### src/sv/deq_pkg.sv
// Shared types, constants and helpers for the double-ended queue unit
`timescale 1ns / 1ps
`default_nettype none

package deq_pkg;

    localparam int DEPTH        = 16;
    localparam int WORD_WIDTH   = 32;
    localparam int DATA_W       = 32;
    localparam int ITEM_COUNT_W = 5;
    localparam int IDX_W        = (DEPTH > 1) ? $clog2(DEPTH) : 1;
    localparam int COUNT_W      = $clog2(DEPTH + 1);

    typedef enum logic [1:0] {
        OP_PUSH_REAR  = 2'd0,
        OP_PUSH_FRONT = 2'd1,
        OP_POP_FRONT  = 2'd2,
        OP_POP_REAR   = 2'd3
    } opcode_t;

    typedef struct packed {
        opcode_t            opcode;
        logic signed [31:0] push_data;
    } deq_req_t;

    typedef struct packed {
        logic signed [31:0] pop_data;
        logic               op_error;
        logic [4:0]         item_count;
    } deq_rsp_t;

    typedef struct packed {
        logic capture;
        logic execute;
        logic load;
    } deq_cmd_t;

    function automatic logic [IDX_W-1:0] idx_next(input logic [IDX_W-1:0] i);
        return (i == IDX_W'(DEPTH - 1)) ? '0 : IDX_W'(i + 1'b1);
    endfunction

    function automatic logic [IDX_W-1:0] idx_prev(input logic [IDX_W-1:0] i);
        return (i == '0) ? IDX_W'(DEPTH - 1) : IDX_W'(i - 1'b1);
    endfunction

    function automatic logic signed [DATA_W-1:0] to_out_word(
        input logic [WORD_WIDTH-1:0] w
    );
        logic signed [WORD_WIDTH-1:0] s;
        s = $signed(w);
        return DATA_W'(s);
    endfunction

endpackage

`default_nettype wire

### src/sv/deq_ram.sv
// Generic single-port RAM with registered read
`timescale 1ns / 1ps
`default_nettype none

module deq_ram #(
    parameter int WIDTH = 32,
    parameter int DEPTH = 16
) (
    input  wire logic                                  clk,
    input  wire logic                                  we,
    input  wire logic                                  re,
    input  wire logic [((DEPTH > 1) ? $clog2(DEPTH) : 1)-1:0] addr,
    input  wire logic [WIDTH-1:0]                      wr_data,
    output logic      [WIDTH-1:0]                      rd_data
);

    logic [WIDTH-1:0] mem_reg [DEPTH];
    logic [WIDTH-1:0] rd_data_reg;

    always_ff @(posedge clk)
    begin
        if (we)
        begin
            mem_reg[addr] <= wr_data;
        end
        if (re)
        begin
            rd_data_reg <= mem_reg[addr];
        end
    end

    assign rd_data = rd_data_reg;

endmodule

`default_nettype wire

### src/sv/deq_ctrl.sv
// Controller state machine sequencing capture, execute and result load
`timescale 1ns / 1ps
`default_nettype none

module deq_ctrl
    import deq_pkg::*;
(
    input  wire logic clk,
    input  wire logic rst_n,
    input  wire logic req_valid,
    output logic      req_stall,
    output logic      rsp_valid,
    input  wire logic rsp_stall,
    output deq_cmd_t  cmd
);

    typedef enum logic [1:0] {
        ST_IDLE,
        ST_EXEC,
        ST_LOAD
    } state_t;

    state_t state_reg;
    state_t state_next;
    logic   rsp_valid_reg;
    logic   rsp_valid_next;

    always_comb
    begin
        cmd.capture = (state_reg == ST_IDLE) && req_valid;
        cmd.execute = (state_reg == ST_EXEC);
        cmd.load    = (state_reg == ST_LOAD) && (!rsp_valid_reg || !rsp_stall);

        state_next     = state_reg;
        rsp_valid_next = rsp_valid_reg && rsp_stall;
        if (cmd.load)
        begin
            rsp_valid_next = 1'b1;
        end

        case (state_reg)
            ST_IDLE:
            begin
                if (req_valid)
                begin
                    state_next = ST_EXEC;
                end
            end
            ST_EXEC:
            begin
                state_next = ST_LOAD;
            end
            ST_LOAD:
            begin
                if (cmd.load)
                begin
                    state_next = ST_IDLE;
                end
            end
            default:
            begin
                state_next = ST_IDLE;
            end
        endcase
    end

    always_ff @(posedge clk or negedge rst_n)
    begin
        if (!rst_n)
        begin
            state_reg     <= ST_IDLE;
            rsp_valid_reg <= 1'b0;
        end
        else
        begin
            state_reg     <= state_next;
            rsp_valid_reg <= rsp_valid_next;
        end
    end

    assign req_stall = (state_reg != ST_IDLE);
    assign rsp_valid = rsp_valid_reg;

`ifndef ASSERT_OFF
    a_capture_then_execute: assert property (@(posedge clk) disable iff (!rst_n)
        cmd.capture |=> cmd.execute)
        else $error("execute did not follow capture");

    a_load_shows_result: assert property (@(posedge clk) disable iff (!rst_n)
        cmd.load |=> rsp_valid)
        else $error("loaded result not presented");
`endif

endmodule

`default_nettype wire

### src/sv/deq_datapath.sv
// Datapath: item register, pointers, count, word store and result register
`timescale 1ns / 1ps
`default_nettype none

module deq_datapath
    import deq_pkg::*;
(
    input  wire logic     clk,
    input  wire logic     rst_n,
    input  wire deq_cmd_t cmd,
    input  wire deq_req_t req,
    output deq_rsp_t      rsp
);

    opcode_t               op_reg;
    logic [WORD_WIDTH-1:0] word_reg;
    logic [IDX_W-1:0]      front_reg;
    logic [IDX_W-1:0]      front_next;
    logic [IDX_W-1:0]      rear_reg;
    logic [IDX_W-1:0]      rear_next;
    logic [COUNT_W-1:0]    count_reg;
    logic [COUNT_W-1:0]    count_next;
    logic                  pop_ok_reg;
    logic                  err_reg;
    deq_rsp_t              rsp_reg;

    logic                  is_push;
    logic                  push_ok;
    logic                  pop_ok;
    logic [IDX_W-1:0]      ram_addr;
    logic [WORD_WIDTH-1:0] ram_rd_data;

    always_comb
    begin
        is_push    = (op_reg == OP_PUSH_REAR) || (op_reg == OP_PUSH_FRONT);
        push_ok    = is_push && (count_reg != COUNT_W'(DEPTH));
        pop_ok     = !is_push && (count_reg != '0);
        front_next = front_reg;
        rear_next  = rear_reg;
        count_next = count_reg;
        ram_addr   = rear_reg;
        case (op_reg)
            OP_PUSH_REAR:
            begin
                ram_addr  = rear_reg;
                rear_next = idx_next(rear_reg);
            end
            OP_PUSH_FRONT:
            begin
                ram_addr   = idx_prev(front_reg);
                front_next = idx_prev(front_reg);
            end
            OP_POP_FRONT:
            begin
                ram_addr   = front_reg;
                front_next = idx_next(front_reg);
            end
            OP_POP_REAR:
            begin
                ram_addr  = idx_prev(rear_reg);
                rear_next = idx_prev(rear_reg);
            end
            default:
            begin
                ram_addr = rear_reg;
            end
        endcase
        if (push_ok)
        begin
            count_next = COUNT_W'(count_reg + 1'b1);
        end
        else if (pop_ok)
        begin
            count_next = COUNT_W'(count_reg - 1'b1);
        end
    end

    deq_ram #(
        .WIDTH (WORD_WIDTH),
        .DEPTH (DEPTH)
    ) u_store (
        .clk     (clk),
        .we      (cmd.execute && push_ok),
        .re      (cmd.execute && pop_ok),
        .addr    (ram_addr),
        .wr_data (word_reg),
        .rd_data (ram_rd_data)
    );

    always_ff @(posedge clk or negedge rst_n)
    begin
        if (!rst_n)
        begin
            front_reg <= '0;
            rear_reg  <= '0;
            count_reg <= '0;
        end
        else if (cmd.execute && (push_ok || pop_ok))
        begin
            front_reg <= front_next;
            rear_reg  <= rear_next;
            count_reg <= count_next;
        end
    end

    always_ff @(posedge clk)
    begin
        if (cmd.capture)
        begin
            op_reg   <= req.opcode;
            word_reg <= WORD_WIDTH'($unsigned(req.push_data));
        end
        if (cmd.execute)
        begin
            pop_ok_reg <= pop_ok;
            err_reg    <= !(push_ok || pop_ok);
        end
        if (cmd.load)
        begin
            rsp_reg.pop_data   <= pop_ok_reg ? to_out_word(ram_rd_data) : '0;
            rsp_reg.op_error   <= err_reg;
            rsp_reg.item_count <= ITEM_COUNT_W'(count_reg);
        end
    end

    assign rsp = rsp_reg;

`ifndef ASSERT_OFF
    a_count_bound: assert property (@(posedge clk) disable iff (!rst_n)
        count_reg <= COUNT_W'(DEPTH))
        else $error("stored count exceeds depth");

    a_push_grows: assert property (@(posedge clk) disable iff (!rst_n)
        cmd.execute && push_ok |=> count_reg == COUNT_W'($past(count_reg) + 1'b1))
        else $error("accepted push did not grow the count");
`endif

endmodule

`default_nettype wire

### src/sv/double_ended_queue_unit.sv
// Each request is handled in turn: capture, store access, result load; the next is not
// taken before the last one's result is loaded, set by the single-port word store with
// its registered read. The load waits while an earlier result beat is stalled.
// The next request is taken while a result beat still waits on a stalled output.
// Reset: asynchronous, active low; queue empty, both pointers at zero, no result valid.
// The word store is not cleared; entries are read only after a push writes them.
`timescale 1ns / 1ps
`default_nettype none

module double_ended_queue_unit
    import deq_pkg::*;
(
    input  wire logic     clk,
    input  wire logic     rst_n,
    input  wire logic     req_valid,
    output logic          req_stall,
    input  wire deq_req_t req,
    output logic          rsp_valid,
    input  wire logic     rsp_stall,
    output deq_rsp_t      rsp
);

    deq_cmd_t cmd;

    deq_ctrl u_ctrl (
        .clk       (clk),
        .rst_n     (rst_n),
        .req_valid (req_valid),
        .req_stall (req_stall),
        .rsp_valid (rsp_valid),
        .rsp_stall (rsp_stall),
        .cmd       (cmd)
    );

    deq_datapath u_datapath (
        .clk   (clk),
        .rst_n (rst_n),
        .cmd   (cmd),
        .req   (req),
        .rsp   (rsp)
    );

endmodule

`default_nettype wire

### config.mk
export PLATFORM = sky130hd
export DESIGN_NAME = double_ended_queue_unit
export DESIGN_NICKNAME = d
export VERILOG_FILES = /design/src/sv/deq_pkg.sv /design/src/sv/deq_ram.sv /design/src/sv/deq_ctrl.sv /design/src/sv/deq_datapath.sv /design/src/sv/double_ended_queue_unit.sv
export SDC_FILE = /design/constraint.sdc
export NUM_CORES = 1
export LEC_CHECK = 0
export ABC_CLOCK_PERIOD_IN_PS = 5100
export BUFFER_PORTS_ARGS = -buffer_cell sky130_fd_sc_hd__buf_4
export CORE_MARGIN = 2
export CORE_UTILIZATION = 45
export CTS_CLUSTER_DIAMETER = 50
export DETAILED_ROUTE_END_ITERATION = 8
export HOLD_SLACK_MARGIN = 0.06
export SYNTH_ARGS = -nofsm -noshare
export SYNTH_HDL_FRONTEND = slang
export SYNTH_SLANG_ARGS = --single-unit
### constraint.sdc
create_clock -name clk -period 5.1 [get_ports clk]
set_clock_uncertainty 0.2 [all_clocks]
set_input_delay 0.51 -clock clk [delete_from_list [all_inputs] [get_ports clk]]
set_output_delay 0.51 -clock clk [all_outputs]
set_load 0.01 [all_outputs]
==> results by group <==
Logic synthesis
  – Net count of the mapped netlist: 1924
  – Seq cells post-synth: about 630
  – Synth Warn #: 0
  – Largest area contributor in the netlist: edfxtp_1
  – Most used flip-flop cell after synthesis: edfxtp_1
  – Avg Cell Area, Syn: 13.6 sq um
  – Synth Instances: 1874
  – Top-area cell type share of the netlist area: 0.728
  – Post-synthesis sequential area ratio: 0.744
  – Fraction of registers with async set/reset: 0.0252
  – Netlist cell types: 54
  – Top post-synthesis cells by area: edfxtp_1, nand2_1, a211oi_1
  – Mapped cell area: 25500 sq um
  – EDFF count, synth: 618

Worst setup path
  – CP max stage delay: 0.61 ns
  – CP max FO: around 210
  – CP startpoint kind: flip-flop
  – CP Cell Sequence: inv_2, ha_1, and2b_1, o41ai_4, buf_12, buf_4, nand2_1, a211oi_1, o21ai_0, nand4_1
  – CP max stage cell: buf_4
  – Arrival time at the worst endpoint: 4.40 ns
  – Kind of critical path: flip-flop to flip-flop
  – Critical Path RT: around 5.4 ns
  – CP endpoint kind: flip-flop
  – Reg2reg path depth: 10

STA
  – Setup TNS: 0 ns
  – Final period util: 0.809
  – # setup viols final: 0
  – Fmax: roughly 240 MHz
  – Worst Tran Pin Value: 1.44 ns
  – RSZ-0062 raised after global routing: no
  – Worst slew margin: 0.0391
  – Slew Viols, Final: 0
  – Final hold viol count: 0
  – Final min period: 4.13 ns

Floorplan
  – Ports: 78
  – Die Span X: 242 um
  – # rows: 87
  – Die ar.: 58600 sq um
  – Core area: roughly 56000 sq um
  – Die H: 242 um
  – Starting density of the core: 0.454

Power and ir drop
  – LEAKAGE: 0.0102 uW
  – Peak supply drop: 0.493 mV
  – Pwr dens: 537 nW/um^2

Clock network
  – Worst-path clk slew: 0.06 ns
  – Worst skew pair latency: 0.61 ns
  – CTS Root Cell: clkbuf_16
  – Number of gates resized after cts: 0
  – Hold_buf cts: 37
  – H-tree depth: 3
  – CTS sink cnt: roughly 630
  – Setup Fix Bufs, Post-CTS: 0
  – CTS Buffer Depth: 3
  – CTS tree: yes
  – CTS Buf Count: 73

Detailed routing
  – Initial drt markers: between 1500 and 2000
  – Final WL: between 60000 and 70000 um
  – Remaining DRCs: 0
  – Via density: 5.67
  – DR pass1 iterations: 6
  – Avg WL per Cell: 22.7 um
  – Post-route ant nets: 0
  – Vias after detailed routing: 15836

Job
  – Max-Cap Viols: 0

Finish
  – Number of flip-flops under the largest register name: 512
  – Fillers: approximately 4700
  – Final core occ: 0.529
  – Fin nets: 2028
  – Layout cell share with drive strength beyond 1: 0.131
  – N_diodes: 0
  – Area growth syn-to-layout: 16.6%

Place
  – GP Congestion: 0.793
  – Hpwl dp: 31900 um
  – Port Buffers: 77

Global route
  – Grt total ovfl: 0
  – Pin count of the biggest net entering global routing: between 200 and 250
  – Vias in the first global route: 15896
  – Initial antenna violation count: 1
  – First-pass GRT wire length: 96800 um
  – Overall global routing resource usage: 0.217

Hold path
  – Hold Path Class: input port to async pin

Outcome
  – Status: finished clean
==> worst max-delay path: cells and delay by family, from the launching register on <==
| family | cells | cell delay [ns] |
|---|---|---|
| AO/OA/AOI/OAI | 3 | 0.85 |
| adder cells (fa/ha/maj) | 1 | 0.31 |
| buffers and inverters | 3 | 1.15 |
| flip-flops | 1 | 0.46 |
| AND/OR/NAND/NOR | 3 | 0.44 |
==> routing by layer <==
layer,routed length (um),global-route usage,part of all wire
met2,30200,0.352,0.48
met3,3920,0.0429,0.062
met4,2090,0.0842,0.033
met1,27100,0.290,0.43
met5,0,0,0
==> cell usage after synthesis, types with 7 or more instances <==
cell,number
nand4_1,32
a21oi_1,13
o21ai_1,51
o21ai_0,89
edfxtp_1,618
nand2_1,507
buf_2,49
and2_1,34
inv_1,15
a22oi_1,124
a211oi_1,124
nor3_1,19
clkbuf_1,71
mux2i_1,17
buf_4,7
dfrtp_1,16
ha_1,11
nor2_1,16
==> report_power, final <==
part / switching, uW / total, uW / internal (uW)
clock network: 2110 / 5130 / 3020
logic: 2910 / 4260 / 1340
registers: 302 / 6590 / 6290
==> stage by stage <==
step | hold slack [ns] | worst slack (ns) | std cells | total power, uW | cell area (sq um)
2_1_floorplan | 0.0144 | 0.163 | 1874 | 9520 | 25500
3_3_place_gp | 0.189 | 1.26 | 2622 | 10800 | 27000
3_5_place_dp | 0.192 | 1.17 | 2622 | 10900 | 27000
4_1_cts | 0.0932 | 1.10 | 2792 | 16100 | 29700
5_1_grt | 0.127 | 0.788 | 2792 | 16700 | 29700
6_report | 0.120 | 0.974 | 2792 | 16000 | 29700
==> final cells by class <==
cell class                 count  area, sq um  area share
clock buffer                  84         1910      0.0643
sequential                   634        19000       0.638
clock inverter                49          462      0.0155
multi-input combinational   1092         6040       0.203
timing repair buffer         160         1360      0.0456
inverter                      17         63.8     0.00215
tap                          756          946      0.0318
==> cell families after synthesis <==
kind of cell,synth area share
DFF,0.744
adders and majority gates,0.00618
and+or+nand+nor,0.102
AOI/OAI and AO/OA,0.113
buffers and inverters,0.0256
muxes,0.00668
xor gates and xnor gates,0.00275
==> layout by cell type (no fill, tap or decap), drive strengths merged, types with 6 or more instances in the layout <==
| cell type | count |
|---|---|
| clkinv | 31 |
| nor2 | 16 |
| buf | 123 |
| nand2 | 507 |
| nor3 | 20 |
| o21ai | 141 |
| clkbuf | 84 |
| ha | 11 |
| inv | 25 |
| and2 | 34 |
| a21oi | 13 |
| dlygate4sd3 | 37 |
| edfxtp | 618 |
| a211oi | 124 |
| nand4 | 32 |
| a22oi | 124 |
| bufinv | 6 |
| mux2i | 17 |
| dfrtp | 16 |
==> worst paths after layout <==
path / startpoint / to / slack [ns]
max: u_datapath.front_reg[0] / u_datapath.u_store.rd_data[11] / 0.97
min: rst_n / u_ctrl.state_reg[1] / 0.12
max reg2reg: u_datapath.front_reg[0] / u_datapath.u_store.rd_data[11] / 0.97
min reg2reg: u_datapath.err_reg / u_datapath.rsp[5] / 0.24
max in group asynchronous: rst_n / u_datapath.front_reg[2] / 4.37
min in group clk: u_datapath.err_reg / u_datapath.rsp[5] / 0.24
Power figures use the tool's default switching activity.
